### config.mk
export PLATFORM = sky130hd
export DESIGN_NAME = positional_list_engine
export DESIGN_NICKNAME = d
export VERILOG_FILES = /design/src/rtl/ple_pkg.sv /design/src/rtl/ple_mem.sv /design/src/rtl/positional_list_engine.sv
export VERILOG_INCLUDE_DIRS = /design/src /design/src/rtl
export SDC_FILE = /design/constraint.sdc
export NUM_CORES = 1
export LEC_CHECK = 0
export ABC_AREA = 1
export CAP_MARGIN = 10
export CORE_MARGIN = 5
export CORE_UTILIZATION = 60
export CTS_BUF_LIST = sky130_fd_sc_hd__clkbuf_4
export DETAILED_ROUTE_END_ITERATION = 7
export DONT_BUFFER_PORTS = 1
export GPL_ROUTABILITY_DRIVEN = 0
export MAX_ROUTING_LAYER = met4
export PLACE_DENSITY = 0.74
export SYNTH_ARGS = -nofsm -noshare
export SYNTH_HDL_FRONTEND = slang
export SYNTH_SLANG_ARGS = --single-unit
### constraint.sdc
create_clock -name clk -period 10.5 [get_ports clk]
set_input_delay 0.525 -clock clk [delete_from_list [all_inputs] [get_ports clk]]
set_output_delay 0.525 -clock clk [all_outputs]
set_load 0.05 [all_outputs]
### src/rtl/positional_list_engine_macros.svh
// Assertion helpers for the positional_list_engine RTL.
`ifndef POSITIONAL_LIST_ENGINE_MACROS_SVH
`define POSITIONAL_LIST_ENGINE_MACROS_SVH

// Same-cycle implication, checked out of reset.
`define PLE_ASSERT_SAME(label, clk, rst_n, ante, cons) \
	label: assert property (@(posedge clk) disable iff (!rst_n) (ante) |-> (cons)) \
		else $error("positional_list_engine: same-cycle check failed");

// Next-cycle implication, checked out of reset.
`define PLE_ASSERT_NEXT(label, clk, rst_n, ante, cons) \
	label: assert property (@(posedge clk) disable iff (!rst_n) (ante) |=> (cons)) \
		else $error("positional_list_engine: next-cycle check failed");

`endif

### src/rtl/ple_pkg.sv
`timescale 1ns / 1ps

package ple_pkg;

	// Field widths of the stream words
	localparam int CMD_W = 3;
	localparam int POS_W = 5;
	localparam int VAL_W = 32;
	localparam int CNT_W = 5;

	localparam int S_TDATA_W = 40;
	localparam int M_TDATA_W = 40;

	// Defaults for the top-level parameters
	localparam int DEPTH_DEF = 16;
	localparam int WIDTH_DEF = 32;

	typedef enum logic [CMD_W-1:0] {
		CMD_INSERT  = 3'd0,
		CMD_REMOVE  = 3'd1,
		CMD_GET     = 3'd2,
		CMD_REPLACE = 3'd3,
		CMD_CLEAR   = 3'd4
	} cmd_t;

endpackage

### src/rtl/ple_mem.sv
`timescale 1ns / 1ps

// Entry store: one write port, one read port with registered data.
module ple_mem
	import ple_pkg::*;
#(
	parameter int DEPTH = DEPTH_DEF,
	parameter int WIDTH = WIDTH_DEF,
	localparam int ADDR_W = (DEPTH > 1) ? $clog2(DEPTH) : 1
) (
	input  logic              clk,
	input  logic              we,
	input  logic [ADDR_W-1:0] waddr,
	input  logic [WIDTH-1:0]  wdata,
	input  logic              re,
	input  logic [ADDR_W-1:0] raddr,
	output logic [WIDTH-1:0]  rdata
);

	logic [WIDTH-1:0] mem_q [DEPTH];
	logic [WIDTH-1:0] rdata_q;

	always_ff @(posedge clk) begin
		if (we) begin
			mem_q[waddr] <= wdata;
		end
		if (re) begin
			rdata_q <= mem_q[raddr];
		end
	end

	assign rdata = rdata_q;

endmodule

### src/rtl/positional_list_engine.sv
`timescale 1ns / 1ps

// Channel | Dir | Fields (tdata / tuser, low bit first)
// s_*     | in  | tdata: position[4:0], value[36:5], zero pad; tuser: cmd[2:0]
// m_*     | out | tdata: data[31:0], count[36:32], empty_res[37], zero pad; tuser: ok
//
// One word at a time; s_tready is high only while the engine is idle.
// Reject, clear and a remove of the last entry go straight to the result;
// get/replace read the entry first, and an insert at the end writes it.
// Shifting inserts and removes walk the moved entries through the memory's
// read and write ports, one per cycle, before an insert writes its entry.
// Reset clears the list length; entry storage is not cleared.
// A stalled result holds in the output register; the engine waits for it.
module positional_list_engine
	import ple_pkg::*;
#(
	parameter int DEPTH = DEPTH_DEF,
	parameter int WIDTH = WIDTH_DEF
) (
	input  logic                 clk,
	input  logic                 arst_n,
	input  logic                 s_tvalid,
	output logic                 s_tready,
	input  logic [S_TDATA_W-1:0] s_tdata,  // position, value
	input  logic [CMD_W-1:0]     s_tuser,  // cmd
	output logic                 m_tvalid,
	input  logic                 m_tready,
	output logic [M_TDATA_W-1:0] m_tdata,  // data, count, empty_res
	output logic                 m_tuser   // ok
);

`include "positional_list_engine_macros.svh"

	localparam int ADDR_W = (DEPTH > 1) ? $clog2(DEPTH) : 1;
	localparam int LEN_W  = $clog2(DEPTH + 1);
	localparam int CMP_W  = ((LEN_W > POS_W) ? LEN_W : POS_W) + 1;

	typedef enum logic [2:0] {
		ST_IDLE,
		ST_SHIFT,
		ST_DRAIN,
		ST_PUT,
		ST_READ,
		ST_GRAB,
		ST_DONE
	} state_t;

	state_t              state_q;
	logic [LEN_W-1:0]    len_q;
	cmd_t                cmd_q;
	logic [ADDR_W-1:0]   at_q;
	logic [WIDTH-1:0]    val_q;
	logic [ADDR_W-1:0]   idx_q;
	logic [ADDR_W-1:0]   end_q;
	logic                down_q;
	logic                rd_pend_q;
	logic [ADDR_W-1:0]   rd_dst_q;
	logic                ok_q;
	logic [VAL_W-1:0]    res_data_q;
	logic                m_tvalid_q;
	logic                m_ok_q;
	logic [VAL_W-1:0]    m_data_q;
	logic [CNT_W-1:0]    m_count_q;
	logic                m_empty_q;

	logic [POS_W-1:0]    in_pos;
	logic [VAL_W-1:0]    in_val;
	cmd_t                in_cmd;
	logic [CMP_W-1:0]    pos_c;
	logic [CMP_W-1:0]    len_c;
	logic [CMP_W-1:0]    at_c;
	logic                pos_in;
	logic                ins_ok;

	logic                mem_we;
	logic [ADDR_W-1:0]   mem_waddr;
	logic [WIDTH-1:0]    mem_wdata;
	logic                mem_re;
	logic [ADDR_W-1:0]   mem_raddr;
	logic [WIDTH-1:0]    mem_rdata;

	assign in_pos = s_tdata[POS_W-1:0];
	assign in_val = s_tdata[POS_W +: VAL_W];
	assign in_cmd = cmd_t'(s_tuser);

	assign pos_c  = CMP_W'(in_pos);
	assign len_c  = CMP_W'(len_q);
	assign at_c   = pos_c - CMP_W'(1);
	assign pos_in = (pos_c != '0) && (pos_c <= len_c);
	assign ins_ok = (pos_c != '0) && (pos_c <= len_c + CMP_W'(1)) &&
		(len_c < CMP_W'(DEPTH));

	assign s_tready = (state_q == ST_IDLE);

	always_ff @(posedge clk or negedge arst_n) begin
		if (!arst_n) begin
			state_q    <= ST_IDLE;
			len_q      <= '0;
			rd_pend_q  <= 1'b0;
			m_tvalid_q <= 1'b0;
		end else begin
			rd_pend_q <= (state_q == ST_SHIFT);
			// ST_DONE drives the output register itself
			if (m_tready && (state_q != ST_DONE)) begin
				m_tvalid_q <= 1'b0;
			end
			case (state_q)
				ST_IDLE: begin
					if (s_tvalid) begin
						cmd_q      <= in_cmd;
						at_q       <= ADDR_W'(at_c);
						val_q      <= WIDTH'(in_val);
						res_data_q <= '0;
						ok_q       <= 1'b0;
						state_q    <= ST_DONE;
						case (in_cmd)
							CMD_INSERT: begin
								if (ins_ok) begin
									ok_q  <= 1'b1;
									len_q <= len_q + LEN_W'(1);
									if (len_c > at_c) begin
										idx_q   <= ADDR_W'(len_c - CMP_W'(1));
										end_q   <= ADDR_W'(at_c);
										down_q  <= 1'b1;
										state_q <= ST_SHIFT;
									end else begin
										state_q <= ST_PUT;
									end
								end
							end
							CMD_REMOVE: begin
								if (pos_in) begin
									ok_q  <= 1'b1;
									len_q <= len_q - LEN_W'(1);
									if (at_c + CMP_W'(1) < len_c) begin
										idx_q   <= ADDR_W'(at_c + CMP_W'(1));
										end_q   <= ADDR_W'(len_c - CMP_W'(1));
										down_q  <= 1'b0;
										state_q <= ST_SHIFT;
									end
								end
							end
							CMD_GET, CMD_REPLACE: begin
								if (pos_in) begin
									ok_q    <= 1'b1;
									state_q <= ST_READ;
								end
							end
							CMD_CLEAR: begin
								ok_q  <= 1'b1;
								len_q <= '0;
							end
							default: begin
								ok_q <= 1'b0;
							end
						endcase
					end
				end
				ST_SHIFT: begin
					// read idx now, its word lands one slot over next cycle
					rd_dst_q <= down_q ? idx_q + ADDR_W'(1) : idx_q - ADDR_W'(1);
					if (idx_q == end_q) begin
						state_q <= ST_DRAIN;
					end else begin
						idx_q <= down_q ? idx_q - ADDR_W'(1) : idx_q + ADDR_W'(1);
					end
				end
				ST_DRAIN: begin
					state_q <= (cmd_q == CMD_INSERT) ? ST_PUT : ST_DONE;
				end
				ST_PUT: begin
					state_q <= ST_DONE;
				end
				ST_READ: begin
					state_q <= ST_GRAB;
				end
				ST_GRAB: begin
					res_data_q <= VAL_W'(mem_rdata);
					state_q    <= ST_DONE;
				end
				ST_DONE: begin
					if (!m_tvalid_q || m_tready) begin
						m_tvalid_q <= 1'b1;
						m_ok_q     <= ok_q;
						m_data_q   <= res_data_q;
						m_count_q  <= CNT_W'(len_q);
						m_empty_q  <= (len_q == '0);
						state_q    <= ST_IDLE;
					end
				end
				default: begin
					state_q <= ST_IDLE;
				end
			endcase
		end
	end

	// Memory port steering: a pending shift word wins the write port.
	always_comb begin
		mem_re    = (state_q == ST_SHIFT) || (state_q == ST_READ);
		mem_raddr = (state_q == ST_SHIFT) ? idx_q : at_q;
		mem_we    = rd_pend_q || (state_q == ST_PUT) ||
			((state_q == ST_GRAB) && (cmd_q == CMD_REPLACE));
		mem_waddr = rd_pend_q ? rd_dst_q : at_q;
		mem_wdata = rd_pend_q ? mem_rdata : val_q;
	end

	ple_mem #(
		.DEPTH (DEPTH),
		.WIDTH (WIDTH)
	) u_mem (
		.clk   (clk),
		.we    (mem_we),
		.waddr (mem_waddr),
		.wdata (mem_wdata),
		.re    (mem_re),
		.raddr (mem_raddr),
		.rdata (mem_rdata)
	);

	assign m_tvalid = m_tvalid_q;
	assign m_tuser  = m_ok_q;
	assign m_tdata  = {(M_TDATA_W - VAL_W - CNT_W - 1)'(0), m_empty_q, m_count_q, m_data_q};

	`PLE_ASSERT_SAME(a_len_bound, clk, arst_n, 1'b1, LEN_W'(DEPTH) >= len_q)
	`PLE_ASSERT_NEXT(a_busy_after_accept, clk, arst_n, s_tvalid && s_tready,
		state_q != ST_IDLE)
	`PLE_ASSERT_SAME(a_pend_in_shift, clk, arst_n, rd_pend_q,
		(state_q == ST_SHIFT) || (state_q == ST_DRAIN))
	`PLE_ASSERT_SAME(a_waddr_range, clk, arst_n, mem_we,
		ADDR_W'(DEPTH - 1) >= mem_waddr)

endmodule
=== After elaboration in Yosys (flattened, before gate mapping) ===
Memories as Yosys holds them, arrays and structs flattened. A register that Yosys moved wholly into a read port is not among the register bits.
Cells that the tools add are included.

* Register bits: 134
* Memory bits (writable): 512
* Input bits: 47
* Output and inout port bits: 43
* Word-level logic and storage cells: 134
* Memories: 1

{| class="wikitable"
|+ Memory list
! memory !! words !! bits a word !! read ports !! clocked after Yosys merged registers in !! wr ports !! line !! RTL
|-
| u_mem.mem_q || 16 || 32 || 1 || 1 || 1 || ple_mem.sv:20 || <nowiki>logic [WIDTH-1:0] mem_q [DEPTH];</nowiki>
|}

* Add/sub/neg operators: 8
* Order comparisons: 5
* Eq/ne operators: 26
* Multiplexer cells: 47
* Reduce and logical (&&, ||, !) cells: 30

{| class="wikitable"
|+ Operators with widths
! cell !! number
|-
| two-way mux 32 bit || 2
|-
| case mux 32 bit (2 select lines) || 1
|-
| two-way mux 4 bit || 14
|-
| case mux 4 bit (2 select lines) || 3
|-
| two-way mux 3 bit || 7
|-
| case mux 3 bit (6 select lines) || 1
|-
| != test 2 bit (second input constant) || 8
|-
| equality test 3 x 2 -> 1 bit (second input constant) || 5
|-
| != test 3 bit (second input constant) || 5
|-
| case mux 5 bit (3 select lines) || 1
|-
| equality test 3 bit (second input constant) || 4
|-
| AND reduction 3 bit || 4
|-
| two-way mux 1 bit || 11
|-
| two-way mux 5 bit || 2
|-
| logical NOT 3 bit || 3
|-
| case mux 3 bit (3 select lines) || 1
|-
| AND reduction 9 bit || 1
|-
| AND reduction 8 bit || 1
|-
| subtractor 4 x 1 -> 4 bit (second input constant) || 2
|-
| adder 5 x 1 -> 6 bit (second input constant) || 1
|-
| adder 6 x 1 -> 6 bit (second input constant) || 1
|-
| equality test 3 x 1 -> 1 bit (second input constant) || 2
|-
| greater-than comparator 5 x 6 -> 1 bit || 1
|-
| <= comparator 5 x 6 -> 1 bit || 1
|-
| 23 further kinds || 34
|}

=== Logic depth before layout (Yosys ltp) ===
* Word-level depth: 8
* Mapped depth: 18
* Gate-level depth less buffers: 18

=== Cells and area by module ===
Synthesis repeated with hierarchy kept, for this count alone.

* Cell total of the unflattened synthesis: 2716
* Area total of the unflattened synthesis: 29366.9 µm²

{| class="wikitable"
|+ Modules (own cells, without submodules)
! module !! times used !! cells an instance !! area an instance (µm²) !! seq. area each (µm²)
|-
| ple_mem || 1 || 2120 || 23050.9 || 16335.7
|-
| positional_list_engine || 1 || 596 || 6316.1 || 3973.8
|}

=== Least setup slack after synthesis ===
OpenSTA, ideal clock, no wires.

* Path type: reg-to-reg
* From: reg state_q[2]
* To: reg down_q, enable pin
* Library setup time: 0.383 ns
* Arrival: 3.837 ns
* Required time: 10.117 ns
* Setup slack: 6.280 ns
* Cell stages (with the launch flop): 9
* Path buffers: 1
* Clock period less this slack: 4.220 ns
* Path through: dfrtp_1 buf_2 inv_1 nand2_1 inv_1 nand2_1 nor2_1 nand2_1 nor4b_1

* Word-level cells in the longest chain between the ends: 2

{| class="wikitable"
|+ RTL lines
! what !! line !! RTL
|-
| start, declared || positional_list_engine.sv:48 || <nowiki>state_t state_q;</nowiki>
|-
| start signal, assigned || positional_list_engine.sv:169 || <nowiki>state_q <= (cmd_q == CMD_INSERT) ? ST_PUT : ST_DONE;</nowiki>
|-
| logical NOT 3 bit || n/a ||
|-
| net s_tready || positional_list_engine.sv:23 || <nowiki>output logic s_tready,</nowiki>
|-
| AND reduction 8 bit (no source line) || n/a ||
|-
| end signal, assigned || positional_list_engine.sv:124 || <nowiki>down_q <= 1'b1;</nowiki>
|-
| end signal, assigned || positional_list_engine.sv:138 || <nowiki>down_q <= 1'b0;</nowiki>
|-
| end, declared || positional_list_engine.sv:55 || <nowiki>logic down_q;</nowiki>
|}

The timed path passes the listed nets, and every way through them passes these cells.
A chain may end at the register's enable or synchronous reset.

=== Worst setup path in the final report ===
* From: reg rd_pend_q
* To: mem u_mem.mem_q[3][5] in the netlist's numbering, enable pin

* Word-level cells in the longest chain between the ends: 4
* Elaborated cells between the ends (all ways): 5
* Classes of those cells: mux (3); reduce/logical (2)

{| class="wikitable"
|+ RTL lines
! what !! line !! RTL
|-
| start, declared || positional_list_engine.sv:56 || <nowiki>logic rd_pend_q;</nowiki>
|-
| start signal, assigned || positional_list_engine.sv:102 || <nowiki>rd_pend_q <= (state_q == ST_SHIFT);</nowiki>
|-
| logical OR 1 bit (2 in a row) || positional_list_engine.sv:202 || <nowiki>mem_we = rd_pend_q || (state_q == ST_PUT) ||</nowiki>
|-
| two-way mux 1 bit || ple_mem.sv:24 || <nowiki>if (we) begin</nowiki>
|-
| two-way mux 1 bit (not written as such) || ple_mem.sv:25 || <nowiki>mem_q[waddr] <= wdata;</nowiki>
|-
| end, declared || ple_mem.sv:20 ||
|}

Parallel ways exist; a longest one is shown, timed or not.

==> flow_metrics.tcl <==
set metrics [dict create \
    setup.worst_path.class "register to register" \
    final_util_pct 67.6 \
    drive_gt1_share_pct 14.1 \
    timing.critical_path.from_type "register" \
    finalHoldViolCount 0 \
    io-pin-count 90 \
    asyncSetResetFlopFracSynth_pct 1.47 \
    peakVddDrop_mv 0.185 \
    fp-row-count 78 \
    numCtsBuffers 160 \
    ys_top_cells_by_area "sky130_fd_sc_hd__edfxtp_1 73%, sky130_fd_sc_hd__nor2_1 6.3%, sky130_fd_sc_hd__o21ai_0 5.4%, sky130_fd_sc_hd__o211ai_1 3.5%, sky130_fd_sc_hd__nand2_1 2.1%" \
    cts.root.buffer_cell "sky130_fd_sc_hd__clkbuf_4" \
    start_util_pct 60.6 \
    full_die_area_um2 50100 \
    portBuffers 0 \
    cp_max_fo 37 \
    total_power_mw 6.87 \
    fmax_mhz 243 \
    dp_worst_setup_slack_ns 6.46 \
    die-width_um 224 \
    final.setup.tns_ns 0 \
    grt_pass1_vias 17700 \
    layout.nets 2358 \
    post_drt_wl_per_cell_um 22.0 \
    yosys-top-cells-count "668 x sky130_fd_sc_hd__edfxtp_1, 463 x sky130_fd_sc_hd__nor2_1, 294 x sky130_fd_sc_hd__o21ai_0, 153 x sky130_fd_sc_hd__nand2_1, 129 x sky130_fd_sc_hd__o211ai_1" \
    syn-instance-count 2141 \
    final_min_period_over_clock_period_pct 39.1 \
    sequential_share_of_the_synthesized_area_pct 74.0 \
    insertion_delay_ns 0.86 \
    route.antenna.remaining_nets 0 \
    timing.critical_path.required_ns 10.96 \
    netlist.top_cell.by_area "sky130_fd_sc_hd__edfxtp_1" \
    die_height_um 224 \
    layout.filler_cells 3143 \
    power_per_cell_area_nw_per_um2 225 \
    route.detailed.drc 0 \
    post_cts_resized 0 \
    grt_max_degree 217 \
    cts_tree "built" \
    yosys_reg_bits 678 \
    mappedNetlistArea_um2 27500 \
    worstMarginPinSlew_ns 1.19 \
    fin_worst_hold_slack_ns 0.0806 \
    clock_tree.htree_level_count 4 \
    post_synth_num_cell_types 40 \
    status "finished, final reports clean" \
    fin_skew_ns 0.0546 \
    placeableCoreArea_um2 45300 \
    routed-via-count 17800 \
    ys.flop_type "sky130_fd_sc_hd__edfxtp_1" \
    syn_avg_cell_area_um2 12.8 \
    synth_edf_count 668 \
    detail_route.first_pass.iterations 5 \
    slew_headroom_pct 20.7 \
    power_leakage_nw 10.6 \
    rsz_0062_raised_after_global_routing "false" \
    ys_warn_count 0 \
    min_path_type "input port to register" \
    clkSlewWorstSetupHoldPaths_ns 0.07 \
    clock_period_minus_worst_slack_ns 4.11 \
    clock_sinks 678 \
    cts-root-to-sink-buffers 3 \
    drt_iter0_drc 1998 \
    grt_first_pass_wirelength_mm 99.4 \
    finalWirelength_mm 65.9 \
    synth_largest_type_area_fraction_pct 73.1 \
    post_drt_via_cell_ratio 5.95 \
    global_route.usage.total_pct 26.9 \
    crit_path_dat_ns 4.56 \
    grt.overflow.total 0 \
    detailedPlacementHpwl_mm 34.1 \
    grt_antenna_before_repair 3 \
    slew_viol_final 0 \
    synth.most_common_cell "sky130_fd_sc_hd__edfxtp_1" \
    cap_viol_max_count 0 \
    worst_slack_ns 6.39 \
    setup_viol 0 \
    area.growth.synth_to_final_pct 11.5 \
    nature_of_the_critical_path_endpoint "register" \
]
==> cell usage in the layout, fill, tap and decap left out, drive strengths merged, types with 10 or more instances in the layout <==
| master | netlist | layout |
|---|---|---|
| edfxtp | 668 | 668 |
| nor2 | 464 | 464 |
| o21ai | 346 | 346 |
| clkbuf | 41 | 232 |
| nand2 | 155 | 155 |
| o211ai | 129 | 129 |
| inv | 94 | 95 |
| buf | 81 | 62 |
| nand3 | 59 | 59 |
| dlygate4sd3 | 0 | 40 |
| clkinv | 2 | 35 |
| ha | 26 | 26 |
| xor2 | 12 | 12 |
| dfrtp | 10 | 10 |
| nor3 | 10 | 10 |
==> what timing repair did <==
action                    in CTS  in global routing
hold endpoints to repair      62                  0
setup buffers                  0                  0
hold buffers                  40                  0
==> worst paths after layout <==
check,from,to,slack [ns],cells after the start
setup / recovery,rd_pend_q,u_mem.mem_q[3][5],6.39,8
setup reg to reg,rd_pend_q,u_mem.mem_q[3][5],6.39,8
hold reg to reg,res_data_q[6],m_data_q[6],0.41,0
max in group asynchronous,arst_n,len_q[0],9.94,1
hold / removal,s_tdata[0],idx_q[1],0.08,3
min in group asynchronous,arst_n,state_q[1],0.12,1
==> cells by family after synthesis <==
kind of cell | synth area share, %
compound gates | 10.3
xor+xnor | 0.606
fa+ha+maj | 1.26
buf+inv | 3.57
flops | 74.0
mux | 0.0729
other cells | 0.0137
simple gates | 10.2
==> metrics by stage <==
step           cell area [um^2]  instances
6_report                  30600       2996
5_1_grt                   30600       2996
4_1_cts                   30600       2991
3_5_place_dp              28200       2682
3_3_place_gp              28200       2682
2_1_floorplan             27500       2142
==> layout make-up <==
| class | count | area, um^2 | share of cell area, % |
|---|---|---|---|
| Sequential cell | 678 | 20300 | 66.3 |
| Clock inverter | 37 | 219 | 0.715 |
| Tap cell | 600 | 751 | 2.45 |
| Inverter | 96 | 367 | 1.20 |
| Clock buffer | 232 | 1740 | 5.69 |
| Antenna cell | 5 | 12.5 | 0.0409 |
| Timing Repair Buffer | 102 | 878 | 2.87 |
| Multi-Input combinational cell | 1246 | 6330 | 20.7 |
==> where the power goes <==
part	leakage, nW	total (mW)	switching [mW]	internal, mW
Combinational	3.30	1.34	0.978	0.363
Sequential	6.17	3.48	0.165	3.31
Clock	1.17	2.06	0.979	1.08
==> state kept, by name (all words and copies together), names as in the netlist <==
register     count
len_q            5
down_q           1
rd_pend_q        1
state_q          3
idx_q            4
u_mem.mem_q    512
at_q             4
m_data_q        32
m_tvalid         1
ok_q             1
m_tuser          1
end_q            4
val_q           32
m_count_q        5
cmd_q            3
rd_dst_q         4
res_data_q      32
m_empty_q        1
u_mem.rdata     32
==> routing by layer <==
metal | up-vias | track usage [%] | routed length [um]
li1 | 8108 | - | -
met1 | 8656 | 33.6 | 25200
met2 | 902 | 42.1 | 32200
met3 | 166 | 6.08 | 5660
met4 | 0 | 13.0 | 2880
met5 | - | - | 0
==> critical path: stages, from the launching register on <==
cell                      delay (ns)
sky130_fd_sc_hd__dfrtp_1        0.45
sky130_fd_sc_hd__inv_2          0.51
sky130_fd_sc_hd__buf_4          0.59
sky130_fd_sc_hd__or2_2          0.20
sky130_fd_sc_hd__o21ai_0        0.13
sky130_fd_sc_hd__inv_1          0.13
sky130_fd_sc_hd__nand2_1        0.15
sky130_fd_sc_hd__nor3_2         0.94
sky130_fd_sc_hd__buf_4          0.57
No activity file was read; power rests on OpenSTA's default activity.
